**src/rtl/dual_motor_speed_curve_drive_macros.svh**
```systemverilog
`ifndef DUAL_MOTOR_SPEED_CURVE_DRIVE_MACROS_SVH
`define DUAL_MOTOR_SPEED_CURVE_DRIVE_MACROS_SVH

// Same-cycle implication, clocked on i_clk, off during reset
`define DMSCD_ASSERT_NOW(label, ante, cons) \
    label: assert property (@(posedge i_clk) disable iff (!i_rst_n) (ante) |-> (cons)) \
        else $error("dmscd check failed");

// Next-cycle implication, clocked on i_clk, off during reset
`define DMSCD_ASSERT_NEXT(label, ante, cons) \
    label: assert property (@(posedge i_clk) disable iff (!i_rst_n) (ante) |=> (cons)) \
        else $error("dmscd check failed");

`endif

```
**src/rtl/dmscd_pkg.sv**
```systemverilog
package dmscd_pkg;

    localparam int DUTY_BITS    = 10;
    localparam int CURVE_POINTS = 11;
    localparam int PCT_STEP     = 10;
    localparam int FULL_PCT     = (CURVE_POINTS - 1) * PCT_STEP;
    localparam int TAB_DEPTH    = FULL_PCT;
    localparam int TAB_IDX_W    = $clog2(TAB_DEPTH);
    localparam int CMD_W        = 3;
    localparam int SPD_W        = 8;

    typedef logic [DUTY_BITS-1:0] t_duty;
    typedef logic [CMD_W-1:0]     t_cmd;
    typedef logic [SPD_W-1:0]     t_spd;

    localparam t_duty DUTY_MAX = '1;

    localparam t_cmd CMD_STOP     = 3'd0;
    localparam t_cmd CMD_FORWARD  = 3'd1;
    localparam t_cmd CMD_BACKWARD = 3'd2;
    localparam t_cmd CMD_LEFT     = 3'd3;
    localparam t_cmd CMD_RIGHT    = 3'd4;

    typedef struct packed {
        logic a_in1;
        logic a_in2;
        logic b_in1;
        logic b_in2;
    } t_bridge;

    typedef int    t_pts [CURVE_POINTS];
    typedef t_duty t_tab [TAB_DEPTH];

    localparam t_pts LEFT_PTS  = '{0, 100, 200, 300, 400, 500, 600, 700, 800, 900, 1023};
    localparam t_pts RIGHT_PTS = '{0, 50, 150, 200, 350, 500, 550, 700, 770, 880, 1023};

    // Expand a break-point curve into one entry per percent; division truncates
    function automatic t_tab build_tab(t_pts pts);
        t_tab tab;
        int   seg;
        int   rem;
        int   dy;
        for (int i = 0; i < TAB_DEPTH; i++) begin
            seg    = i / PCT_STEP;
            rem    = i % PCT_STEP;
            dy     = pts[seg + 1] - pts[seg];
            tab[i] = DUTY_BITS'(pts[seg] + (rem * dy) / PCT_STEP);
        end
        return tab;
    endfunction

    localparam t_tab LEFT_TAB  = build_tab(LEFT_PTS);
    localparam t_tab RIGHT_TAB = build_tab(RIGHT_PTS);

endpackage

```
**src/rtl/dmscd_map.sv**
```systemverilog
module dmscd_map
    import dmscd_pkg::*;
(
    input  t_cmd    i_cmd,
    input  t_spd    i_spd,
    output t_bridge o_bridge,
    output t_duty   o_duty_a,
    output t_duty   o_duty_b
);

    logic                 full;
    logic [TAB_IDX_W-1:0] idx;
    t_duty                duty_l;
    t_duty                duty_r;

    always_comb begin
        full   = (i_spd >= SPD_W'(FULL_PCT));
        idx    = full ? '0 : TAB_IDX_W'(i_spd);
        duty_l = full ? DUTY_MAX : LEFT_TAB[idx];
        duty_r = full ? DUTY_MAX : RIGHT_TAB[idx];
    end

    always_comb begin
        o_bridge = '0;
        o_duty_a = '0;
        o_duty_b = '0;
        unique case (i_cmd)
            CMD_FORWARD: begin
                o_bridge.a_in1 = 1'b1;
                o_bridge.b_in1 = 1'b1;
                o_duty_a       = duty_r;
                o_duty_b       = duty_l;
            end
            CMD_BACKWARD: begin
                o_bridge.a_in2 = 1'b1;
                o_bridge.b_in2 = 1'b1;
                o_duty_a       = duty_l;
                o_duty_b       = duty_r;
            end
            CMD_LEFT: begin
                o_bridge.b_in1 = 1'b1;
                o_duty_b       = duty_r;
            end
            CMD_RIGHT: begin
                o_bridge.a_in1 = 1'b1;
                o_duty_a       = duty_l;
            end
            default: begin
                // stop and unknown codes: all lines low, no duty
                o_bridge = '0;
            end
        endcase
    end

endmodule

```
**src/rtl/dual_motor_speed_curve_drive.sv**
```systemverilog
// Takes one request per cycle while o_ready is high and returns its bridge levels and duties
// through an input register, then two constant curve tables of one entry per percent and a
// command select, then the result register. Under output back-pressure it holds two requests
// (one in each register) and only then drops o_ready. Speeds of 100 and above give full duty.
`include "dual_motor_speed_curve_drive_macros.svh"

module dual_motor_speed_curve_drive
    import dmscd_pkg::*;
(
    input  logic                 i_clk,
    input  logic                 i_rst_n,
    input  logic                 i_valid,
    output logic                 o_ready,
    input  logic [CMD_W-1:0]     i_command,
    input  logic [SPD_W-1:0]     i_speed_pct,
    output logic                 o_valid,
    input  logic                 i_ready,
    output logic                 o_a_in1,
    output logic                 o_a_in2,
    output logic                 o_b_in1,
    output logic                 o_b_in2,
    output logic [DUTY_BITS-1:0] o_duty_a,
    output logic [DUTY_BITS-1:0] o_duty_b
);

    logic    r_s1_valid;
    logic    n_s1_valid;
    t_cmd    r_s1_cmd;
    t_spd    r_s1_spd;
    logic    r_s2_valid;
    logic    n_s2_valid;
    t_bridge r_bridge;
    t_duty   r_duty_a;
    t_duty   r_duty_b;

    logic    adv1;
    logic    adv2;
    t_bridge map_bridge;
    t_duty   map_duty_a;
    t_duty   map_duty_b;

    dmscd_map u_map (
        .i_cmd    (r_s1_cmd),
        .i_spd    (r_s1_spd),
        .o_bridge (map_bridge),
        .o_duty_a (map_duty_a),
        .o_duty_b (map_duty_b)
    );

    // advance the result stage when empty or being drained
    assign adv2    = !r_s2_valid || i_ready;
    assign adv1    = !r_s1_valid || adv2;
    assign o_ready = adv1;

    always_comb begin
        n_s1_valid = r_s1_valid;
        n_s2_valid = r_s2_valid;
        if (adv2) begin
            n_s2_valid = r_s1_valid;
        end
        if (adv1) begin
            n_s1_valid = i_valid;
        end
    end

    always_ff @(posedge i_clk) begin
        if (!i_rst_n) begin
            r_s1_valid <= 1'b0;
            r_s2_valid <= 1'b0;
        end else begin
            r_s1_valid <= n_s1_valid;
            r_s2_valid <= n_s2_valid;
        end
    end

    always_ff @(posedge i_clk) begin
        if (adv1 && i_valid) begin
            r_s1_cmd <= i_command;
            r_s1_spd <= i_speed_pct;
        end
        if (adv2 && r_s1_valid) begin
            r_bridge <= map_bridge;
            r_duty_a <= map_duty_a;
            r_duty_b <= map_duty_b;
        end
    end

    assign o_valid  = r_s2_valid;
    assign o_a_in1  = r_bridge.a_in1;
    assign o_a_in2  = r_bridge.a_in2;
    assign o_b_in1  = r_bridge.b_in1;
    assign o_b_in2  = r_bridge.b_in2;
    assign o_duty_a = r_duty_a;
    assign o_duty_b = r_duty_b;

    `DMSCD_ASSERT_NOW(a_no_shoot, o_valid, !(o_a_in1 && o_a_in2) && !(o_b_in1 && o_b_in2))
    `DMSCD_ASSERT_NEXT(a_stop_quiet, adv2 && r_s1_valid && r_s1_cmd == CMD_STOP,
        !o_a_in1 && !o_a_in2 && !o_b_in1 && !o_b_in2 && o_duty_a == '0 && o_duty_b == '0)
    `DMSCD_ASSERT_NEXT(a_full_fwd, adv2 && r_s1_valid && r_s1_cmd == CMD_FORWARD &&
        r_s1_spd >= SPD_W'(FULL_PCT), o_duty_a == DUTY_MAX && o_duty_b == DUTY_MAX)
    `DMSCD_ASSERT_NOW(a_a_idle_zero, o_valid && !o_a_in1 && !o_a_in2, o_duty_a == '0)
    `DMSCD_ASSERT_NOW(a_b_idle_zero, o_valid && !o_b_in1 && !o_b_in2, o_duty_b == '0)

endmodule

```
**config.mk**
```make
export PLATFORM = sky130hd
export DESIGN_NAME = dual_motor_speed_curve_drive
export DESIGN_NICKNAME = d
export VERILOG_FILES = /design/src/rtl/dmscd_pkg.sv /design/src/rtl/dmscd_map.sv /design/src/rtl/dual_motor_speed_curve_drive.sv
export VERILOG_INCLUDE_DIRS = /design/src /design/src/rtl
export SDC_FILE = /design/constraint.sdc
export NUM_CORES = 1
export LEC_CHECK = 0
export ABC_CLOCK_PERIOD_IN_PS = 3700
export BUFFER_PORTS_ARGS = -buffer_cell sky130_fd_sc_hd__buf_2
export CORE_ASPECT_RATIO = 0.7
export CORE_MARGIN = 5
export CORE_UTILIZATION = 55
export CTS_CLUSTER_DIAMETER = 80
export DETAILED_ROUTE_END_ITERATION = 10
export GPL_TIMING_DRIVEN = 1
export HOLD_SLACK_MARGIN = 0.12
export PLACE_DENSITY = 0.76
export SKIP_CTS_REPAIR_TIMING = 1
export SLEW_MARGIN = 10
export SYNTH_ARGS = -nofsm -noshare
export SYNTH_HDL_FRONTEND = slang
export SYNTH_SLANG_ARGS = --single-unit
```
**constraint.sdc**
```tcl
create_clock -name i_clk -period 3.7 [get_ports i_clk]
set_input_delay 0.74 -clock i_clk [delete_from_list [all_inputs] [get_ports i_clk]]
set_output_delay 0.74 -clock i_clk [all_outputs]
set_load 0.005 [all_outputs]
```
==> flow_summary_export.csv, run 1 <==
group,metric,value,unit
run_status,status,"finished, final reports clean",
worst_setup_path,cp-start-kind,"flop",
power_and_ir_drop,power.switching,402,uW
finish,final_layout_size_suffix_gt1_share,17.5,%
hold_path,hold_path_depth,1,
floorplanning,die_h,76.5,um
power_and_ir_drop,p_comb_share,31.2,%
routing,drt_iter0_drc,723,
floorplanning,die_w,105,um
cts,cts-root-buf,"clkbuf_8",
hold_path,hp-start,"r_s1_valid$_SDFFE_PN0N_",
sta,rsz0062_at_grt,"false",
floorplanning,rows,24,
finish,multiInputGateArea,2190,sq um
grt,grt_use_met3,8.55,%
cts,clkTransAtPathRegs,0.07,ns
power_and_ir_drop,power,1.21,mW
logic_synthesis,syn-cell-area,3470,sq um
finish,n_fill_cell,534,
grt,use_met1,42.9,%
sta,worst_slack,0.211,ns
cts,cts_buffer_depth,2,
cts,clkLatencyLatePin,0.29,ns
job,max_cap_viol_count,0,
routing,detail_route.wl_per_cell,22.5,um
routing,drt-pass1-iter-count,8,
sta,finalHoldViolCount,0,
grt,antenna_found_initial,0,
finish,ff_latch_area,1060,sq um
logic_synthesis,synth_top_flop_cell,"edfxtp_1",
cts,cts.sinks,36,
power_and_ir_drop,p_per_area,315,nW/um^2
hold_path,hold_path_class,"flop to flop",
power_and_ir_drop,p_int,805,uW
placement,dp_hpwl,8600,um
routing,vias,3815,
worst_setup_path,rrSetupSlack,0.21,ns
routing,detail-route-antenna-nets,0,
sta,worstMarginPinSlew,1.12,ns
sta,tns,0,ns
cts,cts_tree,"built",
logic_synthesis,seq_area_frac_synth,30.6,%
floorplanning,io_pins,41,
sta,finalMaxSlewViolations,0,
worst_setup_path,end_kind,"flop",
grt,grt_pass1_wl,19100,um
logic_synthesis,synthesis.instances,429,
sta,min_period,3.49,ns
worst_setup_path,critPathRequiredTime,3.71,ns
placement,port_buffers,40,
grt,grt_max_degree,52,
placement,dp_slack,0.305,ns
logic_synthesis,synth_edf_count,34,
routing,drc,0,
floorplanning,die-area,8030,sq um
logic_synthesis,avgSynthCellArea,8.09,sq um
sta,setup_viol,0,
finish,nets,485,
logic_synthesis,syn_nets,459,
worst_setup_path,crit_fanout,9,
grt,busiest_layer,"met1",
finish,area_growth,10.3,%
sta,slew_headroom,25.2,%
routing,routed_wirelength,12000,um
sta,fmaxAchievable,0.287,GHz
worst_setup_path,r2r-end,"o_duty_b[3]$_DFFE_PP_",
power_and_ir_drop,switching_share,33.3,%
finish,diodes,0,
worst_setup_path,reg2reg_depth,10,
logic_synthesis,yosysWarnings,0,
logic_synthesis,async_flop_share,0,%
power_and_ir_drop,ir_drop,176,uV
cts,cts_made_buffers,5,
worst_setup_path,cp_data_arrival_time,3.50,ns
power_and_ir_drop,p_clk_share,28.5,%
hold_path,min_to,"o_valid$_SDFFE_PN0P_",
power_and_ir_drop,seq_power_share,40.3,%
grt,first_global_vias,3514,
sta,finClkSkew,0.00899,ns
logic_synthesis,synth_seq_cells,36,
logic_synthesis,ys_types,70,
grt,grt.total_usage,29.6,%
placement,routabilityCongestion,1.03,
floorplanning,core,6190,sq um
floorplanning,start_util,56.1,%
cts,htreeDepth,2,
routing,viasPerCell,7.14,
grt,overflow,0,
worst_setup_path,r2r_start,"r_s1_spd[2]$_DFFE_PP_",
power_and_ir_drop,leakage,1.44,nW
sta,period_share,94.3,%
worst_setup_path,worstSetupPathType,"flop to flop",
grt,grt_util_met2,40.9,%
## power by group through the flow
stage | Sequential [mW] | Clock [mW] | Combinational (mW)
floorplan | 0.497 | 0 | 0.243
global placement | 0.494 | 0 | 0.360
detailed placement | 0.495 | 0 | 0.358
CTS | 0.486 | 0.348 | 0.360
global route | 0.488 | 0.374 | 0.400
finish | 0.486 | 0.344 | 0.376
## registers in the layout, summed over array words and instances, names as in the netlist, 3 cells and up
signal	flops
r_s1_cmd	3
o_duty_b	10
o_duty_a	10
r_s1_spd	8
## worst max-delay path by stage
stage	from	endpoint	slack (ns)	depth (start not counted)
after CTS	r_s1_spd[2]$_DFFE_PP_	o_duty_b[3]$_DFFE_PP_	0.31	10
after global routing	r_s1_spd[2]$_DFFE_PP_	o_duty_a[1]$_DFFE_PP_	0.07	9
final	r_s1_spd[2]$_DFFE_PP_	o_duty_b[3]$_DFFE_PP_	0.21	10
after floorplan	r_s1_spd[4]$_DFFE_PP_	o_duty_b[6]$_DFFE_PP_	0.65	14
after global placement	r_s1_spd[2]$_DFFE_PP_	o_duty_a[1]$_DFFE_PP_	0.40	9
after detailed placement	r_s1_spd[2]$_DFFE_PP_	o_duty_b[3]$_DFFE_PP_	0.30	10
## per-layer routing
layer  vias up  routed length [um]
met5         -                   0
met4         0                 558
met3        66                1880
met2       334                4750
met1      1722                4810
li1       1693                   -
## cell type report
cell class,instances,area share [%]
clock buffers,6,1.89
clock inverters,2,0.914
inverters,15,1.47
multi-input cells,341,57.1
flip-flops and latches,36,27.7
well taps,78,2.55
repair buffers,56,8.36
## placed cells by master (no fill, tap or decap), types with 5 or more instances in the layout
cell and n:
a21o_1 7, a21oi_1 36, a22o_1 6, a31oi_1 7
buf_2 40, buf_4 16, clkbuf_8 5, edfxtp_1 34
ha_1 15, inv_1 13, nand2_1 35, nand2b_1 12
nand3_1 10, nor2_1 34, nor2b_1 10, nor3_1 10
o2111ai_1 5, o211ai_1 5, o21a_1 6, o21ai_0 39
o221ai_1 6, o22ai_1 10, o311ai_0 5
## through the flow
stage                     cells  cell area [sq um]  utilization, %  hold slack (ns)
after floorplan             429               3470               -            0.477
after global placement      526               3720            60.2            0.494
after detailed placement    526               3720            60.2            0.507
after CTS                   534               3830            61.9            0.529
after global routing        534               3830            61.9            0.568
final                       534               3830            61.9            0.531
## critical path, cell delays in order (launching register included)
cell and delay, ns:
edfxtp_1 0.38, or2_2 0.39, o21ai_2 0.31, nand2_1 0.23, ha_1 0.48, inv_1 0.22
a21oi_1 0.08, nor3_1 0.22, o32ai_1 0.12, a2111oi_1 0.63, o22ai_1 0.17
## cells in the mapped netlist, types with 4 or more instances
master / instances / share of area [%]
o21ai_0: 39 / 5.6
o22ai_1: 10 / 1.8
nor2b_1: 11 / 2.0
o2111ai_1: 5 / 1.3
nand2_1: 35 / 3.8
a2111oi_0: 4 / 1.0
buf_2: 12 / 1.7
inv_1: 13 / 1.4
a211oi_1: 4 / 0.86
a22o_1: 6 / 1.5
o221ai_1: 6 / 1.5
a21oi_1: 36 / 5.2
o211ai_1: 5 / 1.1
nand2b_1: 12 / 2.2
nor3_1: 10 / 1.4
edfxtp_1: 34 / 29
o311ai_0: 5 / 1.3
a21o_1: 7 / 1.5
buf_1: 4 / 0.43
nand3_1: 10 / 1.4
clkbuf_1: 18 / 1.9
nor2_1: 34 / 3.7
o21a_1: 6 / 1.3
ha_1: 15 / 5.4
a31oi_1: 7 / 1.3
and2_1: 4 / 0.72
mux2i_1: 4 / 1.2
## logic make-up (layout without fill, tap and decap cells)
family          count (synthesis)  in the layout  synth area share, %
compound gates                183            183                 36.4
buf+inv                        52             79                 6.49
mux                             5              5                 1.48
flops                          36             36                 30.6
xor+xnor                        3              3                0.757
fa+ha+maj                      15             15                 5.41
simple gates                  135            135                 18.9
No activity file was read; power rests on OpenSTA's default activity.
==> run 2, diff against run 1 <==
- CORE_MARGIN: 5 -> 2
- CORE_UTILIZATION: 55 -> 40
- PLACE_DENSITY: 0.76 -> default
==> run 2 against run 1 <==
  * Sequential power hardly changed
  * Critical path depth is 1 lower
  * Worst hold slack better by 0.0048 ns
  * Routed wire length is 4.1% higher
  * Power is 8.0% higher
  * Largest power group unchanged
  * First-iteration DRC count is 4.6% lower
  * Combinational power is 2% higher
  * Clock power is 25% higher
  * Register-to-register slack better by 0.09 ns
==> flow_summary_export.csv, run 2 (synthesized netlist as in run 1, its figures left out) <==
group,metric,value,unit
sta,period_share,92.0,%
routing,drt-pass1-iter-count,9,
worst_setup_path,cp-start-kind,"flop",
cts,cts_buffer_depth,2,
worst_setup_path,endpoint,"o_duty_a[1]$_DFFE_PP_",
finish,finalInstanceArea,3940,sq um
grt,grt.total_usage,26.9,%
placement,dp_hpwl,8840,um
power_and_ir_drop,leakage,1.46,nW
placement,routabilityCongestion,1.07,
sta,worst_slack,0.297,ns
power_and_ir_drop,p_per_area,331,nW/um^2
sta,fmaxAchievable,0.294,GHz
worst_setup_path,cpPeakStageDelay,0.62,ns
finish,diodes,0,
floorplanning,die_h,82.0,um
worst_setup_path,cp_data_arrival_time,3.43,ns
sta,slew_headroom,26.5,%
job,max_cap_viol_count,0,
worst_setup_path,rrSetupSlack,0.30,ns
worst_setup_path,end_kind,"flop",
worst_setup_path,crit_slowest_cell,"ha_1",
floorplanning,io_pins,41,
routing,detail-route-antenna-nets,0,
placement,post_dp_cell_area,3780,sq um
finish,layout_commonest_cell,"buf_2",
worst_setup_path,crit_fanout,9,
worst_setup_path,reg2reg_depth,9,
finish,final_layout_size_suffix_gt1_share,17.8,%
floorplanning,die_w,115,um
finish,mostFrequentLayoutCells,"buf_2 (40), o21ai_0 (39), a21oi_1 (36)",
cts,clkTransAtPathRegs,0.05,ns
routing,viasPerCell,6.61,
grt,overflow,0,
sta,finalHoldViolCount,0,
routing,vias,3808,
sta,finClkSkew,0.00282,ns
worst_setup_path,r2r_start,"r_s1_spd[2]$_DFFE_PP_",
placement,dp_slack,0.305,ns
grt,first_global_vias,3414,
grt,antenna_found_initial,0,
sta,min_period,3.40,ns
worst_setup_path,r2r-end,"o_duty_a[1]$_DFFE_PP_",
sta,tns,0,ns
worst_setup_path,cp-startpoint,"r_s1_spd[2]$_DFFE_PP_",
cts,cts_made_buffers,5,
grt,grt_pass1_wl,19000,um
sta,setup_viol,0,
cts,cts.sinks,36,
floorplanning,rows,28,
floorplanning,die-area,9450,sq um
cts,htreeDepth,2,
hold_path,hold_path_class,"flop to flop",
worst_setup_path,worstSetupPathType,"flop to flop",
cts,clkLatencyLatePin,0.28,ns
worst_setup_path,cpMostUsedCell,"ha_1",
finish,nets,485,
power_and_ir_drop,ir_drop,275,uV
routing,drc,0,
finish,area_growth,13.4,%
routing,routed_wirelength,12500,um
run_status,status,"finished, final reports clean",
grt,grt_max_degree,52,
cts,cts_tree,"built",
routing,detail_route.wl_per_cell,21.7,um
routing,drt_iter0_drc,690,
worst_setup_path,path_cells,"or2_2 -> o21ai_2 -> nand2_1 -> ha_1 -> inv_1 -> ha_1 -> o311ai_0 -> nand4_1 -> a21o_1",
sta,finalMaxSlewViolations,0,
floorplanning,start_util,41.1,%
worst_setup_path,critPathRequiredTime,3.73,ns
sta,holdWs,0.536,ns
sta,worstMarginPinSlew,1.10,ns
placement,port_buffers,40,
finish,n_fill_cell,812,
sta,rsz0062_at_grt,"false",
cts,cts-root-buf,"clkbuf_16",
floorplanning,core,8440,sq um
-- run 2: changes by cell type in the layout (fill, tap and decap cells not counted), sizes merged --
cell,previous run,this run
bufinv,1,0
clkinv,2,1
clkbuf,6,8
-- run 2: worst min-delay path by stage --
stage	start	endpoint	slack, ns	cells past startpoint
3_5_place_dp	r_s1_valid$_SDFFE_PN0N_	o_valid$_SDFFE_PN0P_	0.54	1
5_1_grt	r_s1_valid$_SDFFE_PN0N_	o_valid$_SDFFE_PN0P_	0.58	1
2_1_floorplan	r_s1_valid$_SDFFE_PN0N_	o_valid$_SDFFE_PN0P_	0.48	1
3_3_place_gp	r_s1_valid$_SDFFE_PN0N_	o_valid$_SDFFE_PN0P_	0.50	1
4_1_cts	r_s1_valid$_SDFFE_PN0N_	o_valid$_SDFFE_PN0P_	0.55	1
6_report	r_s1_valid$_SDFFE_PN0N_	o_valid$_SDFFE_PN0P_	0.54	1
-- run 2: through the flow --
step | util, % | std cells | total power, mW
2_1_floorplan | - | 429 | 0.740
3_3_place_gp | 44.7 | 568 | 0.866
3_5_place_dp | 44.7 | 568 | 0.859
4_1_cts | 46.6 | 576 | 1.30
5_1_grt | 46.6 | 576 | 1.36
6_report | 46.6 | 576 | 1.30
-- run 2: power breakdown --
group / switching [mW] / internal, mW / total [mW] / leakage (nW)
Sequential: 0.0104 / 0.477 / 0.487 / 0.343
Clock: 0.145 / 0.286 / 0.431 / 0.0772
Combinational: 0.254 / 0.131 / 0.385 / 1.04
Total: 0.410 / 0.894 / 1.30 / 1.46
-- run 2: worst max-delay path, delay by kind of cell, from the launching register on --
family | cells | cell delay, ns
compound gates | 3 | 0.88
flops | 1 | 0.37
fa+ha+maj | 2 | 0.89
buf+inv | 1 | 0.19
simple gates | 3 | 0.81
-- run 2: layout make-up --
cell class                 instances  area (sq um)  share of cell area (%)
inverter                          15          56.3                    1.43
tap                              120           150                    3.81
timing repair buffer              56           320                    8.13
sequential                        36          1060                    26.9
multi-input combinational        341          2190                    55.7
clock buffer                       8           156                    3.97
-- run 2: per-layer routing --
metal / vias up / wire [um] / global-route usage (%)
li1: 1694 / - / -
met1: 1749 / 5430 / 39.6
met2: 317 / 4870 / 36.1
met3: 48 / 1880 / 9.89
met4: 0 / 325 / 7.23
met5: - / 0 / 0
